--- config.mk ---
export PLATFORM = sky130hd
export DESIGN_NAME = iupac_dna_motif_matcher_core
export DESIGN_NICKNAME = d
export VERILOG_FILES = /design/src/rtl/imm_pkg.sv /design/src/rtl/iupac_dna_motif_matcher_core.sv /design/src/rtl/imm_cell.sv /design/src/rtl/imm_result_q.sv
export SDC_FILE = /design/constraint.sdc
export NUM_CORES = 2
export LEC_CHECK = 0
export BUFFER_PORTS_ARGS = -buffer_cell sky130_fd_sc_hd__buf_2
export CAP_MARGIN = 20
export CORE_ASPECT_RATIO = 1.4
export CORE_UTILIZATION = 50
export DETAILED_ROUTE_END_ITERATION = 10
export HOLD_SLACK_MARGIN = 0.08
export MAX_ROUTING_LAYER = met4
export PLACE_DENSITY = 0.66
export SLEW_MARGIN = 10
export SYNTH_ARGS = -nofsm -noshare
export SYNTH_HDL_FRONTEND = slang
export SYNTH_SLANG_ARGS = --single-unit
--- constraint.sdc ---
create_clock -name i_clk -period 13.86 [get_ports i_clk]
set_clock_uncertainty 0.15 [all_clocks]
set_input_delay 2.772 -clock i_clk [delete_from_list [all_inputs] [get_ports i_clk]]
set_output_delay 2.772 -clock i_clk [all_outputs]
set_load 0.005 [all_outputs]
--- src/rtl/imm_pkg.sv ---
package imm_pkg;

    // Character and pattern geometry
    localparam int CHAR_W            = 8;
    localparam int PAT_CHARS         = 16;
    localparam int PAT_WORD_CHARS    = 8;
    localparam int PAT_WORD_W        = 64;
    localparam int LEN_W             = 5;
    localparam int MODE_W            = 2;
    localparam int START_W           = 32;
    localparam int CFG_IDX_W         = 2;
    localparam int CFG_DATA_W        = 64;
    localparam int PATTERN_MAX_DEF   = 16;
    localparam int POSITION_BITS_DEF = 32;

    // Result queue geometry
    localparam int QUEUE_DEPTH = 3;
    localparam int QCNT_W      = 2;

    typedef logic [CHAR_W-1:0] t_char;

    // Search modes; the unused code behaves as exact match
    localparam logic [MODE_W-1:0] MODE_EXACT  = 2'd0;
    localparam logic [MODE_W-1:0] MODE_IUPAC  = 2'd1;
    localparam logic [MODE_W-1:0] MODE_PRIMER = 2'd2;

    // Configuration register indexes
    localparam logic [CFG_IDX_W-1:0] CFG_PAT_LO = 2'd0;
    localparam logic [CFG_IDX_W-1:0] CFG_PAT_HI = 2'd1;
    localparam logic [CFG_IDX_W-1:0] CFG_LEN    = 2'd2;
    localparam logic [CFG_IDX_W-1:0] CFG_MODE   = 2'd3;

    // Reset value of the pattern length register
    localparam logic [LEN_W-1:0] LEN_RESET = 5'd1;

    // Character codes
    localparam t_char CH_A  = 8'h41;
    localparam t_char CH_B  = 8'h42;
    localparam t_char CH_C  = 8'h43;
    localparam t_char CH_D  = 8'h44;
    localparam t_char CH_G  = 8'h47;
    localparam t_char CH_H  = 8'h48;
    localparam t_char CH_K  = 8'h4B;
    localparam t_char CH_M  = 8'h4D;
    localparam t_char CH_N  = 8'h4E;
    localparam t_char CH_R  = 8'h52;
    localparam t_char CH_S  = 8'h53;
    localparam t_char CH_T  = 8'h54;
    localparam t_char CH_V  = 8'h56;
    localparam t_char CH_W  = 8'h57;
    localparam t_char CH_Y  = 8'h59;
    localparam t_char CH_LA = 8'h61;
    localparam t_char CH_LZ = 8'h7A;
    localparam t_char CASE_OFFSET = 8'h20;

    // Configuration as seen by the cells
    typedef struct packed {
        logic [LEN_W-1:0]  len;
        logic [MODE_W-1:0] mode;
    } t_cfg;

    // One result item
    typedef struct packed {
        logic [START_W-1:0] start_position;
        logic               forward_match;
        logic               reverse_match;
    } t_result;

    // Upper-case a..z only
    function automatic t_char to_upper(input t_char c);
        t_char r;
        r = c;
        if (c >= CH_LA && c <= CH_LZ) begin
            r = c - CASE_OFFSET;
        end
        return r;
    endfunction

    // Base complement; anything that is not A, C, G or T becomes N
    function automatic t_char complement(input t_char c);
        t_char r;
        case (c)
            CH_A:    r = CH_T;
            CH_T:    r = CH_A;
            CH_C:    r = CH_G;
            CH_G:    r = CH_C;
            default: r = CH_N;
        endcase
        return r;
    endfunction

    // IUPAC degenerate base test of a sequence char against a pattern char
    function automatic logic iupac_ok(input t_char p, input t_char s);
        logic ok;
        case (p)
            CH_R:    ok = s inside {CH_A, CH_G};
            CH_Y:    ok = s inside {CH_C, CH_T};
            CH_K:    ok = s inside {CH_G, CH_T};
            CH_M:    ok = s inside {CH_A, CH_C};
            CH_S:    ok = s inside {CH_C, CH_G};
            CH_W:    ok = s inside {CH_A, CH_T};
            CH_B:    ok = s inside {CH_C, CH_G, CH_T};
            CH_D:    ok = s inside {CH_A, CH_G, CH_T};
            CH_H:    ok = s inside {CH_A, CH_C, CH_T};
            CH_V:    ok = s inside {CH_A, CH_C, CH_G};
            default: ok = 1'b0;
        endcase
        return ok || (p == CH_N) || (p == s);
    endfunction

endpackage

--- src/rtl/iupac_dna_motif_matcher_core.sv ---
// IUPAC DNA motif matcher.
// Input channel: one sequence byte per item (i_symbol), with i_new_sequence
// clearing the window fill and the position before the byte is taken. An item
// is accepted when i_in_valid is high and o_in_stall is low.
// Output channel: one result item per input item, in order: the start position
// of the window ending at that byte and the forward and reverse match flags.
// A result is taken when o_out_valid is high and i_out_stall is low.
// Throughput is one item per cycle while o_in_stall is low. An accepted byte's
// match bits are registered in the window cells, combined into a result item and
// written into the output queue, whose head drives the output. The queue holds
// three results; o_in_stall rises when the queue plus the item in flight reach
// that depth, so a stalled receiver holds the input back after at most three
// more items, and no result is lost. Configuration goes in through i_cfg_we,
// i_cfg_idx and i_cfg_data; the user must do so only while the block is idle,
// as the block does not enforce it. Reset empties the pipeline and queue, clears
// fill and position, and sets pattern chars to zero, length to one, exact mode.
module iupac_dna_motif_matcher_core #(
    parameter int PATTERN_MAX   = imm_pkg::PATTERN_MAX_DEF,
    parameter int POSITION_BITS = imm_pkg::POSITION_BITS_DEF
) (
    input  logic                                i_clk,
    input  logic                                i_rst_n,
    input  logic                                i_cfg_we,
    input  logic [imm_pkg::CFG_IDX_W-1:0]       i_cfg_idx,
    input  logic [imm_pkg::CFG_DATA_W-1:0]      i_cfg_data,
    input  logic                                i_in_valid,
    output logic                                o_in_stall,
    input  logic [imm_pkg::CHAR_W-1:0]          i_symbol,
    input  logic                                i_new_sequence,
    output logic                                o_out_valid,
    input  logic                                i_out_stall,
    output logic [imm_pkg::START_W-1:0]         o_start_position,
    output logic                                o_forward_match,
    output logic                                o_reverse_match
);

    localparam int FILL_W = $clog2(PATTERN_MAX + 1);
    localparam int LW     = imm_pkg::LEN_W;
    localparam int QW     = imm_pkg::QCNT_W;

    // Configuration registers
    logic [imm_pkg::PAT_WORD_W-1:0] r_pat_lo;
    logic [imm_pkg::PAT_WORD_W-1:0] r_pat_hi;
    logic [LW-1:0]                  r_len;
    logic [imm_pkg::MODE_W-1:0]     r_mode;

    imm_pkg::t_char [imm_pkg::PAT_CHARS-1:0] pattern;
    imm_pkg::t_cfg                           cfg;
    logic [LW-1:0]                           len_eff;

    // Sequence state and the stage after the cells
    logic [FILL_W-1:0]        r_fill;
    logic [FILL_W-1:0]        n_fill;
    logic [POSITION_BITS-1:0] r_idx;
    logic [POSITION_BITS-1:0] n_idx;
    logic [POSITION_BITS-1:0] cur_idx;
    logic                     r_s1_valid;
    logic [POSITION_BITS-1:0] r_s1_pos;
    logic [FILL_W-1:0]        r_s1_fill;

    logic                          accept;
    imm_pkg::t_char                sym_up;
    imm_pkg::t_char [PATTERN_MAX-1:0] cell_char;
    logic [PATTERN_MAX-1:0]        cell_fwd;
    logic [PATTERN_MAX-1:0]        cell_rev;

    imm_pkg::t_result              result;
    logic [POSITION_BITS-1:0]      start_full;
    logic [POSITION_BITS-1:0]      len_m1;
    logic                          q_valid;
    imm_pkg::t_result              q_head;
    logic [QW-1:0]                 q_count;
    logic [QW:0]                   in_flight;

    // Configuration writes
    always_ff @(posedge i_clk) begin
        if (!i_rst_n) begin
            r_pat_lo <= '0;
            r_pat_hi <= '0;
            r_len    <= imm_pkg::LEN_RESET;
            r_mode   <= imm_pkg::MODE_EXACT;
        end else if (i_cfg_we) begin
            case (i_cfg_idx)
                imm_pkg::CFG_PAT_LO: r_pat_lo <= i_cfg_data;
                imm_pkg::CFG_PAT_HI: r_pat_hi <= i_cfg_data;
                imm_pkg::CFG_LEN:    r_len    <= i_cfg_data[LW-1:0];
                imm_pkg::CFG_MODE:   r_mode   <= i_cfg_data[imm_pkg::MODE_W-1:0];
                default: ;
            endcase
        end
    end

    // Upper-cased pattern chars and the length clamped to the window size.
    always_comb begin
        for (int i = 0; i < imm_pkg::PAT_WORD_CHARS; i++) begin
            pattern[i] = imm_pkg::to_upper(r_pat_lo[i*imm_pkg::CHAR_W +: imm_pkg::CHAR_W]);
            pattern[i + imm_pkg::PAT_WORD_CHARS] =
                imm_pkg::to_upper(r_pat_hi[i*imm_pkg::CHAR_W +: imm_pkg::CHAR_W]);
        end
    end

    assign len_eff  = (r_len > LW'(PATTERN_MAX)) ? LW'(PATTERN_MAX) : r_len;
    assign cfg.len  = len_eff;
    assign cfg.mode = r_mode;

    // Input handshake: hold back once the queue and the item in flight fill it.
    assign in_flight  = (QW + 1)'(q_count) + (QW + 1)'(r_s1_valid);
    assign o_in_stall = (in_flight >= (QW + 1)'(imm_pkg::QUEUE_DEPTH));
    assign accept     = i_in_valid && !o_in_stall;
    assign sym_up     = imm_pkg::to_upper(i_symbol);

    // Fill count and position, both cleared ahead of a new sequence.
    always_comb begin
        cur_idx = i_new_sequence ? '0 : r_idx;
        n_idx   = (&cur_idx) ? cur_idx : cur_idx + POSITION_BITS'(1);
        if (i_new_sequence) begin
            n_fill = FILL_W'(1);
        end else if (r_fill == FILL_W'(PATTERN_MAX)) begin
            n_fill = r_fill;
        end else begin
            n_fill = r_fill + FILL_W'(1);
        end
    end

    always_ff @(posedge i_clk) begin
        if (!i_rst_n) begin
            r_fill     <= '0;
            r_idx      <= '0;
            r_s1_valid <= 1'b0;
            r_s1_fill  <= '0;
        end else begin
            r_s1_valid <= accept;
            if (accept) begin
                r_fill    <= n_fill;
                r_idx     <= n_idx;
                r_s1_fill <= n_fill;
            end
        end
    end

    always_ff @(posedge i_clk) begin
        if (accept) begin
            r_s1_pos <= cur_idx;
        end
    end

    // Chain of window cells; the newest char enters at the top cell.
    for (genvar j = 0; j < PATTERN_MAX; j++) begin : g_cell
        imm_pkg::t_char cell_in;
        if (j == PATTERN_MAX - 1) begin : g_top
            assign cell_in = sym_up;
        end else begin : g_mid
            assign cell_in = cell_char[j + 1];
        end
        imm_cell #(
            .PATTERN_MAX (PATTERN_MAX),
            .CELL_IDX    (j)
        ) u_cell (
            .i_clk     (i_clk),
            .i_shift   (accept),
            .i_char    (cell_in),
            .i_pattern (pattern),
            .i_cfg     (cfg),
            .o_char    (cell_char[j]),
            .o_fwd_ok  (cell_fwd[j]),
            .o_rev_ok  (cell_rev[j])
        );
    end

    // Combine the cell match bits into one result item.
    assign len_m1 = POSITION_BITS'(len_eff) - POSITION_BITS'(1);

    always_comb begin
        start_full            = '0;
        result.forward_match  = 1'b0;
        result.reverse_match  = 1'b0;
        if (len_eff == '0) begin
            start_full = r_s1_pos;
        end else if (LW'(r_s1_fill) >= len_eff) begin
            start_full            = (r_s1_pos >= len_m1) ? r_s1_pos - len_m1 : '0;
            result.forward_match  = &cell_fwd;
            result.reverse_match  = (r_mode == imm_pkg::MODE_PRIMER) && (&cell_rev);
        end
        result.start_position = imm_pkg::START_W'(start_full);
    end

    // Output queue
    imm_result_q u_queue (
        .i_clk   (i_clk),
        .i_rst_n (i_rst_n),
        .i_push  (r_s1_valid),
        .i_data  (result),
        .i_pop   (!i_out_stall),
        .o_valid (q_valid),
        .o_data  (q_head),
        .o_count (q_count)
    );

    assign o_out_valid      = q_valid;
    assign o_start_position = q_head.start_position;
    assign o_forward_match  = q_head.forward_match;
    assign o_reverse_match  = q_head.reverse_match;

endmodule

--- src/rtl/imm_cell.sv ---
module imm_cell #(
    parameter int PATTERN_MAX = imm_pkg::PATTERN_MAX_DEF,
    parameter int CELL_IDX    = 0
) (
    input  logic                                      i_clk,
    input  logic                                      i_shift,
    input  imm_pkg::t_char                            i_char,
    input  imm_pkg::t_char [imm_pkg::PAT_CHARS-1:0]   i_pattern,
    input  imm_pkg::t_cfg                             i_cfg,
    output imm_pkg::t_char                            o_char,
    output logic                                      o_fwd_ok,
    output logic                                      o_rev_ok
);

    localparam int SUM_W   = imm_pkg::LEN_W + 1;
    localparam int PIDX_W  = $clog2(imm_pkg::PAT_CHARS);
    localparam int REV_IDX = PATTERN_MAX - 1 - CELL_IDX;

    logic [SUM_W-1:0]  sum;
    logic              in_range;
    logic [PIDX_W-1:0] fwd_idx;
    imm_pkg::t_char    fwd_pat;
    logic              fwd_hit;
    logic              rev_hit;
    imm_pkg::t_char    r_char;
    logic              r_fwd_ok;
    logic              r_rev_ok;

    // This cell lies inside the window when its place plus the length reaches the top.
    assign sum      = SUM_W'(CELL_IDX) + SUM_W'(i_cfg.len);
    assign in_range = (sum >= SUM_W'(PATTERN_MAX));
    assign fwd_idx  = PIDX_W'(sum - SUM_W'(PATTERN_MAX));
    assign fwd_pat  = i_pattern[fwd_idx];

    // Compare the incoming char against its forward and reverse pattern chars.
    always_comb begin
        if (i_cfg.mode == imm_pkg::MODE_IUPAC) begin
            fwd_hit = imm_pkg::iupac_ok(fwd_pat, i_char);
        end else begin
            fwd_hit = (fwd_pat == i_char);
        end
        rev_hit = (imm_pkg::complement(i_pattern[REV_IDX]) == i_char);
    end

    // The char and its match bits move on together with every accepted item.
    always_ff @(posedge i_clk) begin
        if (i_shift) begin
            r_char   <= i_char;
            r_fwd_ok <= fwd_hit || !in_range;
            r_rev_ok <= rev_hit || !in_range;
        end
    end

    assign o_char   = r_char;
    assign o_fwd_ok = r_fwd_ok;
    assign o_rev_ok = r_rev_ok;

endmodule

--- src/rtl/imm_result_q.sv ---
module imm_result_q (
    input  logic                           i_clk,
    input  logic                           i_rst_n,
    input  logic                           i_push,
    input  imm_pkg::t_result               i_data,
    input  logic                           i_pop,
    output logic                           o_valid,
    output imm_pkg::t_result               o_data,
    output logic [imm_pkg::QCNT_W-1:0]     o_count
);

    localparam int DEPTH = imm_pkg::QUEUE_DEPTH;
    localparam int CW    = imm_pkg::QCNT_W;

    imm_pkg::t_result [DEPTH-1:0] r_q;
    imm_pkg::t_result [DEPTH-1:0] n_q;
    logic [CW-1:0]                r_cnt;
    logic [CW-1:0]                n_cnt;
    logic                         pop;
    logic [CW-1:0]                wr_slot;

    assign pop     = i_pop && (r_cnt != '0);
    assign wr_slot = r_cnt - CW'(pop);

    // Shift towards the head on a pop, then place a new item behind the last one.
    always_comb begin
        for (int s = 0; s < DEPTH; s++) begin
            if (pop && (s < DEPTH - 1)) begin
                n_q[s] = r_q[s + 1];
            end else begin
                n_q[s] = r_q[s];
            end
            if (i_push && (CW'(s) == wr_slot)) begin
                n_q[s] = i_data;
            end
        end
        n_cnt = r_cnt + CW'(i_push) - CW'(pop);
    end

    always_ff @(posedge i_clk) begin
        r_q <= n_q;
    end

    always_ff @(posedge i_clk) begin
        if (!i_rst_n) begin
            r_cnt <= '0;
        end else begin
            r_cnt <= n_cnt;
        end
    end

    assign o_valid = (r_cnt != '0);
    assign o_data  = r_q[0];
    assign o_count = r_cnt;

endmodule
Word-level counts from Yosys, hierarchy flattened
Cells that the tools add are included.
{ "totals": {"ff_bits": 461, "out_inout_bits": 36} }
{ "classes": {"add_sub_neg": 56, "n_lt_le_gt_ge": 70, "eq_ne": 345, "n_mux": 127, "reduce_logical": 279} }
{ "op_table": {"columns": ["op", "count"], "rows": [
  ["$eq 8x7->1 const B", 304],
  ["$bmux 8 s4", 16],
  ["$pmux 5 s4", 16],
  ["$mux 8", 33],
  ["$reduce_bool 2->1", 99],
  ["$reduce_bool 3->1", 64],
  ["$mux 32", 5],
  ["$pmux 1 s10", 16],
  ["$ge 8x7->1 const B", 17],
  ["$le 8x7->1 const B", 17],
  ["$mux 34", 4],
  ["$sub 8x6->8 const B", 17],
  ["$eq 7x8->1", 16],
  ["$eq 8x8->1", 16],
  ["$ge 6x5->1 const B", 15],
  ["$lt 4x5->1 const B", 16],
  ["$logic_or 1x1->1", 64],
  ["$sub 4x1->4 const B", 16],
  ["$add 4x5->6 const A", 8],
  ["$add 32x1->32 const B", 1],
  ["$ge 32x32->1", 1],
  ["$mux 1", 32],
  ["$reduce_and 16->1", 2],
  ["$reduce_and 32->1", 1],
  ["other kinds (26)", 81]
]} }

Logic depth before layout (Yosys ltp)
{ "logic_depth": {"ltp_word": 13, "depth_mapped": 28, "depth_no_buf": 18} }

Cells and area by module
From an unflattened synthesis, not the netlist that was laid out.
{ "unflattened": {"cells_unflattened": 4740, "hier_area_um2": 49200.9} }
{ "by_module_without_submodules": {"columns": ["module", "instances", "cells_per_inst", "area_per_inst_um2", "seq_area_each_um2"], "rows": [
  ["iupac_dna_motif_matcher_core", 1, 1467, 11683.7, 4424.2],
  ["imm_result_q", 1, 232, 4430.5, 3103.0],
  ["imm_cell (g_cell[11].u_cell)", 1, 206, 2257.2, 300.3],
  ["imm_cell (g_cell[1].u_cell)", 1, 233, 2243.4, 300.3],
  ["imm_cell (g_cell[3].u_cell)", 1, 230, 2179.6, 300.3],
  ["imm_cell (g_cell[2].u_cell)", 1, 182, 2175.8, 300.3],
  ["imm_cell (g_cell[9].u_cell)", 1, 189, 2170.8, 300.3],
  ["imm_cell (g_cell[13].u_cell)", 1, 188, 2080.7, 300.3],
  ["imm_cell (g_cell[5].u_cell)", 1, 181, 2065.7, 300.3],
  ["imm_cell (g_cell[7].u_cell)", 1, 183, 2059.5, 300.3],
  ["imm_cell (g_cell[4].u_cell)", 1, 194, 2053.2, 300.3],
  ["imm_cell (g_cell[10].u_cell)", 1, 182, 2039.5, 300.3],
  ["imm_cell (g_cell[15].u_cell)", 1, 192, 2009.4, 300.3],
  ["imm_cell (g_cell[12].u_cell)", 1, 180, 2005.7, 300.3],
  ["4 more rows", null, null, null, null]
]} }

Least setup slack after synthesis
OpenSTA, ideal clock, no wires.
{ "synth_path": {"kind": "input port to flip-flop", "start": "input port i_in_valid", "end": "register r_idx[30]", "setup_time_ns": 0.128, "arrival_ns": 8.314, "path_slack_ns": 5.268, "stages": 10, "path_buffers": 1, "path_cell_list": "nand2_1 clkinv_1 o21a_1 clkbuf_1 and4_1 nor2b_1 nand2_1 nor3_1 xor2_1 nor2_1"} }
{ "synth_between": {"elab_chain_len": 1} }
{ "synth_lines": {"columns": ["element", "line_no", "source"], "rows": [
  ["from (decl)", "iupac_dna_motif_matcher_core.sv:26", "input logic i_in_valid,"],
  ["$logic_and 1x1->1", "iupac_dna_motif_matcher_core.sv:109", "assign accept = i_in_valid && !o_in_stall;"],
  ["via accept", "iupac_dna_motif_matcher_core.sv:61", "logic accept;"],
  ["to (signal assigned)", "iupac_dna_motif_matcher_core.sv:135", "r_idx <= n_idx;"],
  ["to (decl)", "iupac_dna_motif_matcher_core.sv:54", "logic [POSITION_BITS-1:0] r_idx;"]
]} }
The timed path passes the listed nets, and every way through them passes these cells.
A chain may end at the register's enable or synchronous reset.

==> results.yml <==
yosys:
  synth_most_common_cell: "nand2_1"
  synthArstFlopShare_pct: 0
  ys_warn_count: 0
  yosys.area.top_type: "edfxtp_1"
  syn_area_per_cell_sq_um: 9.03
  synth.top_cell.area_share_pct: 23.5
  yosys.cell_types.count: 94
  netlist_area_sq_um: 36500
  synth_fp_nets: 4196
  synth-edff-count: 286
  ys_seq_area_share_pct: 33.1
  ys_ff_latch: 461
  ys.flop_type: "edfxtp_1"
  synthCells: 4040
  netlist_top_cells_area: "edfxtp_1, dfxtp_1, mux4_2"
  synth_common_cells: "nand2_1, a21oi_1, edfxtp_1"
sta:
  grt_setup_unrepaired: "no"
  hold_viol: 0
  fin_tns_setup_ns: 0
  timing.fmax_mhz: 139
  setup_viol: 0
  slew_violations: 0
  layout_setup_ws_ns: 6.64
  worst_pin_slew_ns: 1.15
  whs_ns: 0.308
  fin_crit_sh_pct: 52.1
  slew-limit-headroom_pct: 21.4
  finalCriticalPeriod_ns: 7.22
floorplanning:
  num_rows: 116
  start_util_pct: 50.8
  die-area_sq_um: 74100
  ios: 116
  die_w_microns: 230
  coreArea_sq_um: 71800
  die_h_microns: 322
finish:
  drive_above_1_share_pct: 13.5
  finalCoreUtilization_pct: 54.4
  syn_to_final_growth_pct: 7.08
  design_area_sq_um: 39100
  nets: 4118
  layout.cells.non_filler: 4951
critical_path:
  cp_common_cell: "buf_4"
  worst_r2r_endpoint: "u_queue.r_q[37]"
  end_kind: "flop"
  r2r_start: "r_len[4]"
  worst-r2r-setup-slack_ns: 6.64
  worst_ep_arrival_time_ns: 7.57
  r2r_cells: 21
  criticalPathCategory: "reg -> reg"
  worstPathMaxFanout: 37
  required_ns: 14.22
  slowest_delay_ns: 0.87
  path_cells: "nor2b_2, buf_4, inv_2, buf_4, ha_1, nand2_1, nand2_1, a221o_1, inv_2, ha_1, nand3_1, a21oi_1, o21a_1, o21ai_0, nor3b_1, o21a_1, nor4_4, buf_4, inv_1, o21ai_1, mux2_2"
  cp_slowest_cell: "dfxtp_1"
  startpoint_type: "flop"
clocking:
  clk_path_buf_depth: 3
  root_buffer: "clkbuf_16"
  tritoncts: "yes"
  clock_sinks: 461
  htreeDepth: 2
  cts-buffers-inserted: 50
  clk_pin_slew_ns: 0.06
  ctsHoldBuffers: 0
  insertion_delay_ns: 0.66
  cts_setup_buffers: 0
  cts_resized: 0
drt:
  routed-via-count: 33700
  viasPerCell: 6.80
  drt_wl_total_mm: 153
  drc_errors: 0
  drt_first_pass_iters: 6
  routedWlPerCell_microns: 31.0
  postRouteAntennaNets: 0
  drt_iter0_drc: 3758
min_path:
  holdCritStartpoint: "r_pat_hi[25]"
  whs_endpoint: "r_pat_hi[25]"
  hold_class: "reg -> reg"
  holdPathStages: 2
pwr:
  total_power_mw: 4.73
  switching_share_pct: 36.1
  p_sw_mw: 1.71
  p_int_mw: 3.02
  seqPwrFrac_pct: 42.9
  combPwrFrac_pct: 27.9
  p_leak_nw: 13.9
  clkPwrFrac_pct: 29.2
  ir_drop_v: 0.000101
  p_per_area_nw_per_um2: 121
place:
  dp_cells: 4848
  gp_congestion: 1.14
  port-buffer-count: 115
  dpl.hpwl_mm: 114
  pre_cts_ws_ns: 6.77
  placedInstanceArea_sq_um: 37400
global_routing:
  grt_max_degree: 119
  antenna_found_initial: 7
  grt_first_pass_wirelength_mm: 219
  grt_pass1_vias: 31600
  track_usage_pct: 42.2
  grt_overflow: 0
run:
  cap_violations: 0
outcome:
  status: "complete, no violations"
-- cell usage in the layout, fill, tap and decap left out, drive strengths merged, types with 34 or more instances in the layout --
master / netlist / routed
nand3: 97 / 97
mux2i: 202 / 202
mux2: 65 / 65
a21o: 44 / 44
nand4: 40 / 40
o22ai: 34 / 34
nor2: 254 / 254
edfxtp: 286 / 286
a31oi: 43 / 43
inv: 128 / 132
dfxtp: 175 / 175
buf: 99 / 180
nand2b: 50 / 50
clkbuf: 214 / 73
ha: 75 / 75
a21oi: 299 / 299
nor2b: 77 / 77
xor2: 100 / 100
o21ai: 173 / 173
mux4: 154 / 154
nor3: 103 / 103
nand2: 600 / 600
xnor2: 149 / 149
-- flip-flops by register name, indices dropped and copies added (netlist names), 5 cells and up --
| name | cells |
|---|---|
| r_s1_pos | 32 |
| r_pat_hi | 64 |
| u_queue.r_q | 68 |
| g_cell.u_cell.o_fwd_ok | 16 |
| r_s1_fill | 5 |
| r_idx | 32 |
| u_queue.o_data | 34 |
| r_pat_lo | 64 |
| r_len | 5 |
| g_cell.u_cell.o_rev_ok | 16 |
| g_cell.u_cell.o_char | 120 |
-- cell type report --
type                    instances  area, sq um
diodes                          4         10.0
clock buffers                  70         1460
clock inverters                23          190
fillers                      6621        32800
inverters                     132          508
multi-input cells            3134        22500
flip-flops and latches        461        12100
well taps                     944         1180
repair buffers                183         1100
-- power by group through the flow --
stage | Clock (mW) | Sequential, mW | Combinational (mW)
detailed placement | 0 | 2.04 | 1.29
finish | 1.38 | 2.03 | 1.32
global route | 1.44 | 2.04 | 1.42
floorplan | 0 | 1.87 | 1.01
CTS | 1.39 | 2.02 | 1.29
global placement | 0 | 2.04 | 1.28
-- worst max-delay path, delay by kind of cell, from the launching register on --
kind / cells / cell delay, ns
compound gates: 6 / 1.80
fa+ha+maj: 2 / 0.71
buf+inv: 6 / 1.93
flops: 1 / 0.87
mux: 1 / 0.20
simple gates: 6 / 1.39
-- worst max-delay path by stage --
| stage | slack, ns | end | from | depth (start not counted) |
|---|---|---|---|---|
| floorplan | 5.27 | r_idx[30] | i_in_valid | 10 |
| global placement | 6.90 | u_queue.o_data[3] | r_len[4] | 21 |
| detailed placement | 6.77 | u_queue.r_q[37] | r_len[4] | 21 |
| CTS | 6.76 | u_queue.r_q[37] | r_len[4] | 21 |
| global route | 6.18 | u_queue.r_q[37] | r_len[4] | 21 |
| finish | 6.64 | u_queue.r_q[37] | r_len[4] | 21 |
-- metal layers --
layer	global-route usage (%)	part of all wire (%)	vias up
met1	44.4	34	16200
li1	-	-	14800
met2	64.8	45	1983
met3	9.91	9.3	739
met5	-	0	-
met4	40.4	12	0
-- cells by family after synthesis --
group	Yosys count	share of synthesized area, %
mux	421	17.1
compound gates	935	16.6
flops	461	33.1
simple gates	1453	19.2
fa+ha+maj	76	2.63
buf+inv	445	5.34
xor+xnor	249	6.04
Power figures use the tool's default switching activity.
